==> config.mk <==
export PLATFORM = sky130hd
export DESIGN_NAME = gb5_mac
export DESIGN_NICKNAME = d
export VERILOG_FILES = /design/src/rtl/gb5_pkg.sv /design/src/rtl/gb5_mac.sv
export SDC_FILE = /design/constraint.sdc
export NUM_CORES = 1
export LEC_CHECK = 0
export BUFFER_PORTS_ARGS = -buffer_cell sky130_fd_sc_hd__buf_2
export CORE_UTILIZATION = 40
export DETAILED_ROUTE_END_ITERATION = 8
export GPL_TIMING_DRIVEN = 0
export PLACE_DENSITY_LB_ADDON = 0.08
export SETUP_SLACK_MARGIN = 0.4
export SYNTH_ARGS = -nofsm -noshare
export SYNTH_HDL_FRONTEND = slang
export SYNTH_SLANG_ARGS = --single-unit
==> constraint.sdc <==
create_clock -name i_clk -period 11.84 [get_ports i_clk]
set_clock_uncertainty 0.05 [all_clocks]
set_input_delay 2.368 -clock i_clk [delete_from_list [all_inputs] [get_ports i_clk]]
set_output_delay 2.368 -clock i_clk [all_outputs]
set_load 0.005 [all_outputs]
==> src/rtl/gb5_pkg.sv <==
`timescale 1ns / 1ps
// Shared types and constants for the 5x5 Gaussian blur core.
// Used by every module of the block; depends on nothing else.
package gb5_pkg;

    localparam int PIX_W      = 8;
    localparam int KSIZE      = 5;
    localparam int LINES      = KSIZE - 1;
    localparam int COL_W      = 10;
    localparam int ROW_W      = 12;
    localparam int WIDTH_W    = 11;
    localparam int HEIGHT_W   = 12;
    localparam int WEIGHT_W   = 8;
    localparam int MIN_DIM    = 5;
    localparam int CFG_IDX_W  = 3;
    localparam int CFG_DATA_W = 12;

    // Four stored rows packed into one memory word, oldest row in the low byte.
    localparam int LINE_W     = LINES * PIX_W;
    localparam int COLUMN_W   = KSIZE * PIX_W;

    // A class sum adds at most eight pixels.
    localparam int CSUM_W     = PIX_W + 3;
    localparam int PROD_W     = CSUM_W + WEIGHT_W;
    localparam int ACC_W      = 21;
    localparam int SCALE_W    = ACC_W + 8;
    localparam int SHIFT      = 16;
    localparam int QUOT_W     = SCALE_W - SHIFT;

    typedef enum logic [CFG_IDX_W-1:0] {
        CFG_IMAGE_WIDTH       = 3'd0,
        CFG_IMAGE_HEIGHT      = 3'd1,
        CFG_WEIGHT_CORNER     = 3'd2,
        CFG_WEIGHT_OUTER_NEAR = 3'd3,
        CFG_WEIGHT_OUTER_MID  = 3'd4,
        CFG_WEIGHT_INNER_DIAG = 3'd5,
        CFG_WEIGHT_INNER_EDGE = 3'd6,
        CFG_WEIGHT_CENTER     = 3'd7
    } t_cfg_idx;

    typedef struct packed {
        logic valid;
        logic emit;
        logic last;
    } t_ctl;

    typedef struct packed {
        logic [WEIGHT_W-1:0] corner;
        logic [WEIGHT_W-1:0] outer_near;
        logic [WEIGHT_W-1:0] outer_mid;
        logic [WEIGHT_W-1:0] inner_diag;
        logic [WEIGHT_W-1:0] inner_edge;
        logic [WEIGHT_W-1:0] center;
    } t_weights;

    typedef struct packed {
        logic [CSUM_W-1:0] corner;
        logic [CSUM_W-1:0] outer_near;
        logic [CSUM_W-1:0] outer_mid;
        logic [CSUM_W-1:0] inner_diag;
        logic [CSUM_W-1:0] inner_edge;
        logic [CSUM_W-1:0] center;
    } t_class_sums;

endpackage

==> src/rtl/gb5_mac.sv <==
`timescale 1ns / 1ps
// Weighting of the class sums, final accumulate, scaling by 240/65536 and
// saturation. Depends on gb5_pkg for widths and structs.
module gb5_mac (
    input  logic                           i_clk,
    input  logic                           i_en,
    input  gb5_pkg::t_class_sums           i_sums,
    input  gb5_pkg::t_weights              i_weights,
    output logic [gb5_pkg::PIX_W-1:0]      o_blurred
);

    localparam int P = gb5_pkg::PROD_W;
    localparam int A = gb5_pkg::ACC_W;
    localparam int S = gb5_pkg::SCALE_W;

    logic [P-1:0] r_prod [6];
    logic [A-1:0] acc;
    logic [S-1:0] scaled;
    logic [gb5_pkg::QUOT_W-1:0] quot;

    always_ff @(posedge i_clk) begin
        if (i_en) begin
            r_prod[0] <= P'(i_sums.corner)     * P'(i_weights.corner);
            r_prod[1] <= P'(i_sums.outer_near) * P'(i_weights.outer_near);
            r_prod[2] <= P'(i_sums.outer_mid)  * P'(i_weights.outer_mid);
            r_prod[3] <= P'(i_sums.inner_diag) * P'(i_weights.inner_diag);
            r_prod[4] <= P'(i_sums.inner_edge) * P'(i_weights.inner_edge);
            r_prod[5] <= P'(i_sums.center)     * P'(i_weights.center);
        end
    end

    // Times 240 is times 256 less times 16.
    always_comb begin
        acc = A'(r_prod[0]) + A'(r_prod[1]) + A'(r_prod[2])
            + A'(r_prod[3]) + A'(r_prod[4]) + A'(r_prod[5]);
        scaled = (S'(acc) << 8) - (S'(acc) << 4);
        quot = scaled[S-1:gb5_pkg::SHIFT];
        o_blurred = (|quot[gb5_pkg::QUOT_W-1:gb5_pkg::PIX_W]) ? '1
                                                              : quot[gb5_pkg::PIX_W-1:0];
    end

endmodule

==> flow_summary_export.csv <==
group,metric,value,unit
placement,dp.final_hpwl,47.4,mm
routing,wire_per_inst,15.8,um
final_layout,drive_gt1_frac,0.0658,
global_routing,grt_first_pass_wirelength,92.4,mm
global_routing,gr-total-overflow,0,
cts,cts_buffers,17,
global_routing,grt_pass1_vias,18200,
cts,cts_max_level,4,
synth,synth_edf_count,114,
final_layout,reg.largest.list,"r_prod: 114 flops",
final_layout,nets,3492,
setup_path,cp.arrival,6.88,ns
placement,gp_congestion,0.842,
setup_path,cp.required,9.42,ns
timing,worstMarginPinSlew,0.770,ns
timing,worst_hold_slack,2.29,ns
global_routing,antenna_found_initial,1,
cts,cts.reportedPaths.clkPinSlew,0.06,ns
final_layout,largest_reg_flops,114,
cts,cts_hold_buf,0,
timing,fin_crit_sh,0.785,
synth,synthArstFlopShare,0,
floorplan,coreArea,0.0589,mm2
final_layout,top_register,"r_prod",
setup_path,end_kind,"primary output",
cts,cts_max_path_buffers,2,
synth,synth_cell_types,76,
final_layout,layout_common_cells,"inv_1 (557), fa_1 (400), nand2_1 (315)",
cts,tritoncts,"yes",
cts,cts_setup_buffers,0,
setup_path,worst-setup-path-type,"reg2out",
routing,ant_nets,0,
global_routing,grt.total_usage,0.194,
synth,ys.flop_type,"edfxtp_1",
final_layout,area_growth,9.00,%
floorplan,die_area,0.0606,mm2
floorplan,start_util,0.405,
global_routing,grt_max_degree,74,
floorplan,num_io_pins,124,
timing,relSlewSlack,0.480,
job,drv_cap,0,
synth,syn_area,0.0238,mm2
floorplan,dieWidth,246,um
cts,cts_resized,0,
cts,clkSinkCount,114,
final_layout,layout.cells.non_filler,3496,
status,outcome,"complete, no violations",
floorplan,die_h,246,um
timing,rsz0062_at_grt,"false",
synth,syn-num-nets,3354,
placement,portBuffers,118,
timing,hold_violations,0,
synth,yosysSeqAreaShare,0.144,
timing,period_needed,9.29,ns
synth,synth_warnings,0,
timing,max_freq,0.108,GHz
final_layout,layout_commonest_cell,"inv_1",
routing,num_vias,17400,
min_path,min_path_type,"in2reg",
routing,drt_first_pass_iters,4,
synth,syn-mean-instance-area,9.27,um2
synth,synthCells,2571,
cts,clock-root-buffer,"clkbuf_16",
placement,dpl-instance-area,0.0254,mm2
setup_path,critPathLaunchType,"flip-flop",
synth,ys_ff_latch,114,
floorplan,core.rowCount,89,
routing,drt_iter0_drc,808,
setup_path,critical_path_peak_fanout,8,
routing,wl,55.1,mm
timing,finalSetupTns,0,ns
timing,finalSetupViolations,0,
placement,dp_cells,3463,
timing,slew_violations,0,
routing,route.detailed.drc,0,
final_layout,design_area,0.0260,mm2
routing,via_per_inst,4.97,
-- critical path, cell delays in order, from the launching register on --
cell	delay, ns
edfxtp_1	0.36
inv_1	0.15
fa_1	0.43
inv_1	0.14
fa_1	0.45
fa_1	0.45
ha_1	0.24
fa_1	0.46
a21o_1	0.24
a211oi_4	0.38
o211a_1	0.25
o31ai_1	0.14
o21ai_1	0.21
and2_1	0.22
inv_1	0.10
ha_1	0.38
nand2_1	0.07
a21oi_1	0.13
o31ai_1	0.10
a21boi_0	0.25
a32oi_1	0.11
or3_1	0.40
o211ai_2	0.37
nand4_1	0.20
buf_2	0.18
-- metal layers --
metal / GRT usage / wire, um / vias up
met5: 0 / 0 / -
met4: 0.0424 / 913 / 0
met3: 0.0216 / 1560 / 53
met2: 0.332 / 27500 / 255
met1: 0.261 / 25100 / 8746
li1: - / - / 8307
-- path summary, 6_finish.rpt --
path / startpoint / endpoint / slack, ns / cells after the start
setup / recovery: r_prod[4][2] / o_blurred[0] / 2.55 / 24
hold / removal: i_weights[40] / r_prod[0][0] / 2.29 / 2
-- synth_stat cells (all sizes together), types with 3 or more instances --
master | number | area [um2]
a311oi | 6 | 52.6
nand3 | 23 | 120
and2 | 276 | 1730
buf | 7 | 37.5
edfxtp | 114 | 3420
a2bb2oi | 4 | 35.0
ha | 267 | 3340
fa | 400 | 8010
o21ai | 63 | 315
o211ai | 8 | 70.1
xnor2 | 63 | 552
o311ai | 8 | 77.6
or3 | 7 | 43.8
nor2 | 77 | 289
nor3 | 31 | 155
and3 | 19 | 128
a211oi | 13 | 115
or2 | 5 | 31.3
a21o | 22 | 165
nand2b | 13 | 81.3
a21boi | 12 | 90.1
a21oi | 56 | 284
nand2 | 315 | 1180
nor4 | 3 | 25.0
a31oi | 7 | 56.3
o31ai | 10 | 75.1
xor2 | 29 | 262
nand3b | 10 | 75.1
a2111o | 6 | 67.6
o211a | 3 | 30.0
nand4 | 10 | 62.6
clkbuf | 58 | 218
nor2b | 19 | 119
o21a | 11 | 82.6
inv | 557 | 2090
-- layout make-up --
class / instances / area (um2)
inverter: 557 / 2090
multi-input combinational: 1835 / 18100
timing repair buffer: 119 / 621
antenna: 1 / 2.50
fill: 5813 / 32900
clock buffer: 21 / 440
buffer: 65 / 255
sequential: 114 / 3420
clock inverter: 11 / 114
tap: 773 / 967
-- cell families (layout without fill, tap and decap cells) --
group                    count (synthesis)  in the layout  share of synthesized area
AO/OA/AOI/OAI                          255            255                     0.0733
XOR/XNOR                                92             92                     0.0341
adder cells (fa/ha/maj)                667            667                      0.476
buffers and inverters                  622            773                     0.0984
flip-flops                             114            114                      0.144
multiplexers                             2              2                    0.00105
other                                    0              1                          0
AND/OR/NAND/NOR                        819            819                      0.173
-- through the flow --
step,util,setup slack [ns]
2_1_floorplan,-,3.81
3_3_place_gp,0.431,3.13
3_5_place_dp,0.432,3.06
4_1_cts,0.441,2.55
5_1_grt,0.441,2.00
6_report,0.441,2.55
Power is left out: the tool's default activity adds up to more than one toggle a clock period on the data nets, which glitch-free logic cannot reach.
