$ cat src/rtl/gb5_pkg.sv
`timescale 1ns / 1ps
// Shared types and constants for the 5x5 Gaussian blur core.
// Used by every module of the block; depends on nothing else.
package gb5_pkg;

    localparam int PIX_W      = 8;
    localparam int KSIZE      = 5;
    localparam int LINES      = KSIZE - 1;
    localparam int COL_W      = 10;
    localparam int ROW_W      = 12;
    localparam int WIDTH_W    = 11;
    localparam int HEIGHT_W   = 12;
    localparam int WEIGHT_W   = 8;
    localparam int MIN_DIM    = 5;
    localparam int CFG_IDX_W  = 3;
    localparam int CFG_DATA_W = 12;

    // Four stored rows packed into one memory word, oldest row in the low byte.
    localparam int LINE_W     = LINES * PIX_W;
    localparam int COLUMN_W   = KSIZE * PIX_W;

    // A class sum adds at most eight pixels.
    localparam int CSUM_W     = PIX_W + 3;
    localparam int PROD_W     = CSUM_W + WEIGHT_W;
    localparam int ACC_W      = 21;
    localparam int SCALE_W    = ACC_W + 8;
    localparam int SHIFT      = 16;
    localparam int QUOT_W     = SCALE_W - SHIFT;

    typedef enum logic [CFG_IDX_W-1:0] {
        CFG_IMAGE_WIDTH       = 3'd0,
        CFG_IMAGE_HEIGHT      = 3'd1,
        CFG_WEIGHT_CORNER     = 3'd2,
        CFG_WEIGHT_OUTER_NEAR = 3'd3,
        CFG_WEIGHT_OUTER_MID  = 3'd4,
        CFG_WEIGHT_INNER_DIAG = 3'd5,
        CFG_WEIGHT_INNER_EDGE = 3'd6,
        CFG_WEIGHT_CENTER     = 3'd7
    } t_cfg_idx;

    typedef struct packed {
        logic valid;
        logic emit;
        logic last;
    } t_ctl;

    typedef struct packed {
        logic [WEIGHT_W-1:0] corner;
        logic [WEIGHT_W-1:0] outer_near;
        logic [WEIGHT_W-1:0] outer_mid;
        logic [WEIGHT_W-1:0] inner_diag;
        logic [WEIGHT_W-1:0] inner_edge;
        logic [WEIGHT_W-1:0] center;
    } t_weights;

    typedef struct packed {
        logic [CSUM_W-1:0] corner;
        logic [CSUM_W-1:0] outer_near;
        logic [CSUM_W-1:0] outer_mid;
        logic [CSUM_W-1:0] inner_diag;
        logic [CSUM_W-1:0] inner_edge;
        logic [CSUM_W-1:0] center;
    } t_class_sums;

endpackage

$ cat src/rtl/gb5_window.sv
`timescale 1ns / 1ps
// 5x5 pixel window and the per-weight-class pixel sums taken from it.
// Depends on gb5_pkg for widths and the class sum struct.
module gb5_window (
    input  logic                         i_clk,
    input  logic                         i_rst_n,
    input  logic                         i_en,
    input  logic                         i_shift,
    input  logic [gb5_pkg::COLUMN_W-1:0] i_column,
    output gb5_pkg::t_class_sums         o_sums
);

    localparam int K = gb5_pkg::KSIZE;
    localparam int W = gb5_pkg::CSUM_W;

    logic [gb5_pkg::PIX_W-1:0] r_win [K][K];
    gb5_pkg::t_class_sums       r_sums;
    gb5_pkg::t_class_sums       n_sums;

    // Shift every row left by one and insert the new column on the right;
    // column entry 0 is the oldest row.
    always_ff @(posedge i_clk) begin
        if (!i_rst_n) begin
            for (int r = 0; r < K; r++) begin
                for (int c = 0; c < K; c++) begin
                    r_win[r][c] <= '0;
                end
            end
        end else if (i_en && i_shift) begin
            for (int r = 0; r < K; r++) begin
                for (int c = 0; c < K - 1; c++) begin
                    r_win[r][c] <= r_win[r][c+1];
                end
                r_win[r][K-1] <= i_column[r*gb5_pkg::PIX_W +: gb5_pkg::PIX_W];
            end
        end
    end

    always_comb begin
        n_sums.corner     = W'(r_win[0][0]) + W'(r_win[0][4])
                          + W'(r_win[4][0]) + W'(r_win[4][4]);
        n_sums.outer_near = W'(r_win[0][1]) + W'(r_win[0][3])
                          + W'(r_win[4][1]) + W'(r_win[4][3])
                          + W'(r_win[1][0]) + W'(r_win[3][0])
                          + W'(r_win[1][4]) + W'(r_win[3][4]);
        n_sums.outer_mid  = W'(r_win[0][2]) + W'(r_win[4][2])
                          + W'(r_win[2][0]) + W'(r_win[2][4]);
        n_sums.inner_diag = W'(r_win[1][1]) + W'(r_win[1][3])
                          + W'(r_win[3][1]) + W'(r_win[3][3]);
        n_sums.inner_edge = W'(r_win[1][2]) + W'(r_win[3][2])
                          + W'(r_win[2][1]) + W'(r_win[2][3]);
        n_sums.center     = W'(r_win[2][2]);
    end

    always_ff @(posedge i_clk) begin
        if (i_en) begin
            r_sums <= n_sums;
        end
    end

    assign o_sums = r_sums;

endmodule

$ cat config.mk
export PLATFORM = sky130hd
export DESIGN_NAME = gb5_window
export DESIGN_NICKNAME = d
export VERILOG_FILES = /design/src/rtl/gb5_pkg.sv /design/src/rtl/gb5_window.sv
export SDC_FILE = /design/constraint.sdc
export NUM_CORES = 1
export LEC_CHECK = 0
export ABC_AREA = 1
export ABC_CLOCK_PERIOD_IN_PS = 8000
export BUFFER_PORTS_ARGS = -buffer_cell sky130_fd_sc_hd__buf_4
export CORE_MARGIN = 5
export CORE_UTILIZATION = 44
export CTS_CLUSTER_DIAMETER = 80
export CTS_CLUSTER_SIZE = 10
export DETAILED_ROUTE_END_ITERATION = 12
export SLEW_MARGIN = 15
export SYNTH_ARGS = -nofsm -noshare
export SYNTH_HDL_FRONTEND = slang
export SYNTH_SLANG_ARGS = --single-unit
$ cat constraint.sdc
create_clock -name i_clk -period 8 [get_ports i_clk]
set_clock_uncertainty 0.05 [all_clocks]
set_input_delay 2 -clock i_clk [delete_from_list [all_inputs] [get_ports i_clk]]
set_output_delay 2 -clock i_clk [all_outputs]
set_load 0.02 [all_outputs]
==> impl_metrics.yaml <==
worst_setup_path:
  cp.depth: 17
  crit_required_ps: 8240
  crit_path_cell_trace: "inv_1 > fa_1 > inv_1 > fa_1 > fa_1 > inv_1 > fa_1 > inv_1 > ha_1 > inv_1 > fa_1 > inv_1 > nand2_1 > nand2_1 > nand3b_1 > nand3_1 > nand2_1"
  regToRegStartpoint: "r_win[4][26]"
  worst_setup_path_start_kind: "register"
  cell_family_with_the_largest_share_of_critical_path_delay: "adder cells"
  worstPathMaxFanout: 2
  end_kind: "register"
  highest_delay_cell_along_the_critical_path: "fa_1"
  timing.critical_path.mode_cell: "inv_1"
  worstPathBufferInverterCount: 6
  crit_path_arrival_time_ps: 4210
  worst_case_register_to_register_setup_slack_ps: 4020
  timing.rr.end: "o_sums[52]"
  cpPeakStageDelay_ps: 530
  startpoint_of_the_worst_setup_timing_path: "r_win[4][26]"
  timing_worst_setup_path_type: "register to register"
  reg2regPathDepth: 17
power:
  p_switching_mw: 1.383
  sequential_fraction_of_design_power_pct: 42.1
  power.combinational.fraction_pct: 32.4
  power.switching_fraction_pct: 31.85
  leakage_component_of_the_power_nw: 7.174
  clockPowerShare_pct: 25.5
  vdd_drop_max_mv: 0.2321
  power-per-cell-area_nw_per_um2: 278.2
  power.internal_mw: 2.959
logic_synthesis:
  average_instance_area_after_synthesis_sq_um: 11.73
  yosys_register_bits: 259
  yosys_warnings: 0
  netlist.top_cell.by_area: "edfxtp_1"
  area_share_of_the_leading_cell_type_in_the_synthesized_netlist_pct: 56.06
  synthDistinctLibCells: 17
  synth_area_sq_um: 13870
  synth_cells: 1183
  yosys-top-cells-area: "edfxtp_1 56%, fa_1 16%, inv_1 8.8%"
  yosysSeqAreaShare_pct: 56.06
cells_and_area:
  antenna_cell_count: 0
  design.final.nets: 1497
  final_cell_mix: "327 x inv_1, 259 x edfxtp_1, 213 x nor2_1"
  post_route_cells_drive_above_1_share_pct: 10.43
  layout.cells.non_filler: 1696
  mostFrequentLayoutCell: "inv_1"
  syn2layout_area_growth_pct: 12.47
clock_network:
  cts_sinks: 259
  cts-buffers-inserted: 29
  cts_resized: 0
  worst_skew_pair.late_latency_ps: 530
  tritoncts_clock_tree: "done"
  clockBufferDepth: 3
  clk_pin_slew_worst_paths_ps: 60
  h-tree-depth: 1
  setup_buffers_after_cts: 0
  postCtsHoldBufs: 0
  clock-root-buffer: "clkbuf_16"
drt:
  first_pass_iters: 4
  drc_violation_total_after_the_first_tritonroute_iteration: 420
  postRouteWirelength_mm: 24.76
  drc_errors: 0
  postRouteAntennaNets: 0
  post_drt_via_cell_ratio: 4.479
  drt-wirelength-per-cell_um: 14.60
  vias: 7597
timing:
  final_period_demand_of_the_worst_path_ps: 3976
  max_clock_freq_ghz: 0.2515
  post-route-period-util_pct: 49.71
  maxSlewHeadroom_pct: 29.29
  rsz0062_at_grt: "no"
  drv_slew: 0
  fin_tns_setup_ps: 0
  hold_viol_final: 0
  finalSetupViolations: 0
  worstMarginPinSlew_ps: 1061
place:
  routabilityCongestion: 0.8284
  place_hpwl_mm: 17.98
  port_buffers: 102
  dp.cells: 1666
worst_hold_path:
  timing.hold.worst.class: "register to register"
  hold_start: "r_win[2][16]"
  min_path_cells: 0
  hold-path-endpoint: "o_sums[0]"
floorplan:
  full_die_area_sq_um: 35180
  start_util_pct: 44.31
  rows: 65
  die-width_um: 187.6
  die_height_um: 187.6
  ios: 110
  core_region_area_sq_um: 31310
global_route:
  grt_antenna_before_repair: 0
  maximum_number_of_pins_on_one_net_before_global_route_repair: 201
  grt.overflow.total: 0
  all_layer_gr_usage_pct: 14.22
  wire_length_of_the_first_global_routing_pass_mm: 40.24
  first_global_vias: 7857
job:
  drv_cap: 0
run_status:
  run_status: "finished, final reports clean"
==> flip-flops by register name, indices dropped and copies added, names as in the netlist <==
name    flops
o_sums     59
r_win     200
==> how the worst max path moves through the flow <==
stage | slack [ps] | end
5_1_grt | 3770 | o_sums[52]
3_5_place_dp | 3680 | r_win[0][3]
2_1_floorplan | 1090 | r_win[0][0]
3_3_place_gp | 3740 | r_win[0][7]
6_report | 4020 | o_sums[52]
4_1_cts | 4000 | o_sums[52]
==> Yosys cell counts <==
master	number
nor2_1	213
inv_1	327
conb_1	1
ha_1	47
buf_4	7
xor2_1	3
clkbuf_8	20
nand3_1	24
fa_1	111
nand2_1	126
nand3b_1	7
or2_1	6
buf_6	2
xnor2_1	12
a21oi_1	17
nand4_1	1
edfxtp_1	259
==> power by group through the flow <==
stage	Clock (mW)	Sequential [mW]	Combinational, mW
CTS	1.14	1.83	1.43
global placement	0	1.86	1.40
detailed placement	0	1.86	1.43
global route	1.20	1.85	1.61
floorplan	0	1.96	0.897
finish	1.11	1.83	1.41
==> worst reg2reg max path, cell delays in order, from the launching register on <==
cell and delay, ps:
edfxtp_1 330, inv_1 70, fa_1 530, inv_1 60
fa_1 490, fa_1 490, inv_1 50, fa_1 420
inv_1 60, ha_1 180, inv_1 80, fa_1 460
inv_1 70, nand2_1 40, nand2_1 90, nand3b_1 120
nand3_1 100, nand2_1 70
==> cells by family (layout without fill, tap and decap cells) <==
group / count (synthesis) / after routing / share of synthesized area [%]
DFF: 259 / 259 / 56.06
buffers and inverters: 356 / 461 / 11.37
other: 1 / 7 / 0.02703
xor gates and xnor gates: 15 / 15 / 0.9469
AOI/OAI and AO/OA: 17 / 17 / 0.6132
and+or+nand+nor: 377 / 377 / 10.73
adders and majority gates: 158 / 158 / 20.25
==> stage by stage <==
stage	hold WS [ps]	area [sq um]	setup WS (ps)	utilization, %	power, mW
6_report	402.0	15610	4024	49.84	4.342
5_1_grt	433.3	15610	3775	49.84	4.661
4_1_cts	401.4	15610	4005	49.84	4.409
3_5_place_dp	388.7	14880	3680	47.51	3.290
2_1_floorplan	376.4	13900	1092	-	2.858
3_3_place_gp	385.1	14880	3737	47.51	3.258
==> final cells by class <==
type	instances	area [sq um]
fill	2798	15710
clock buffer	30	729.5
sequential	259	7777
multi-input combinational	574	4562
tap	402	503.0
timing repair buffer	104	805.8
inverter	327	1227
==> metal layers <==
layer	wire, um	track usage, %
met1	11120	20.03
met2	11970	23.74
met3	1207	2.364
met4	464	2.739
met5	0	0
No activity file was read; power rests on OpenSTA's default activity.
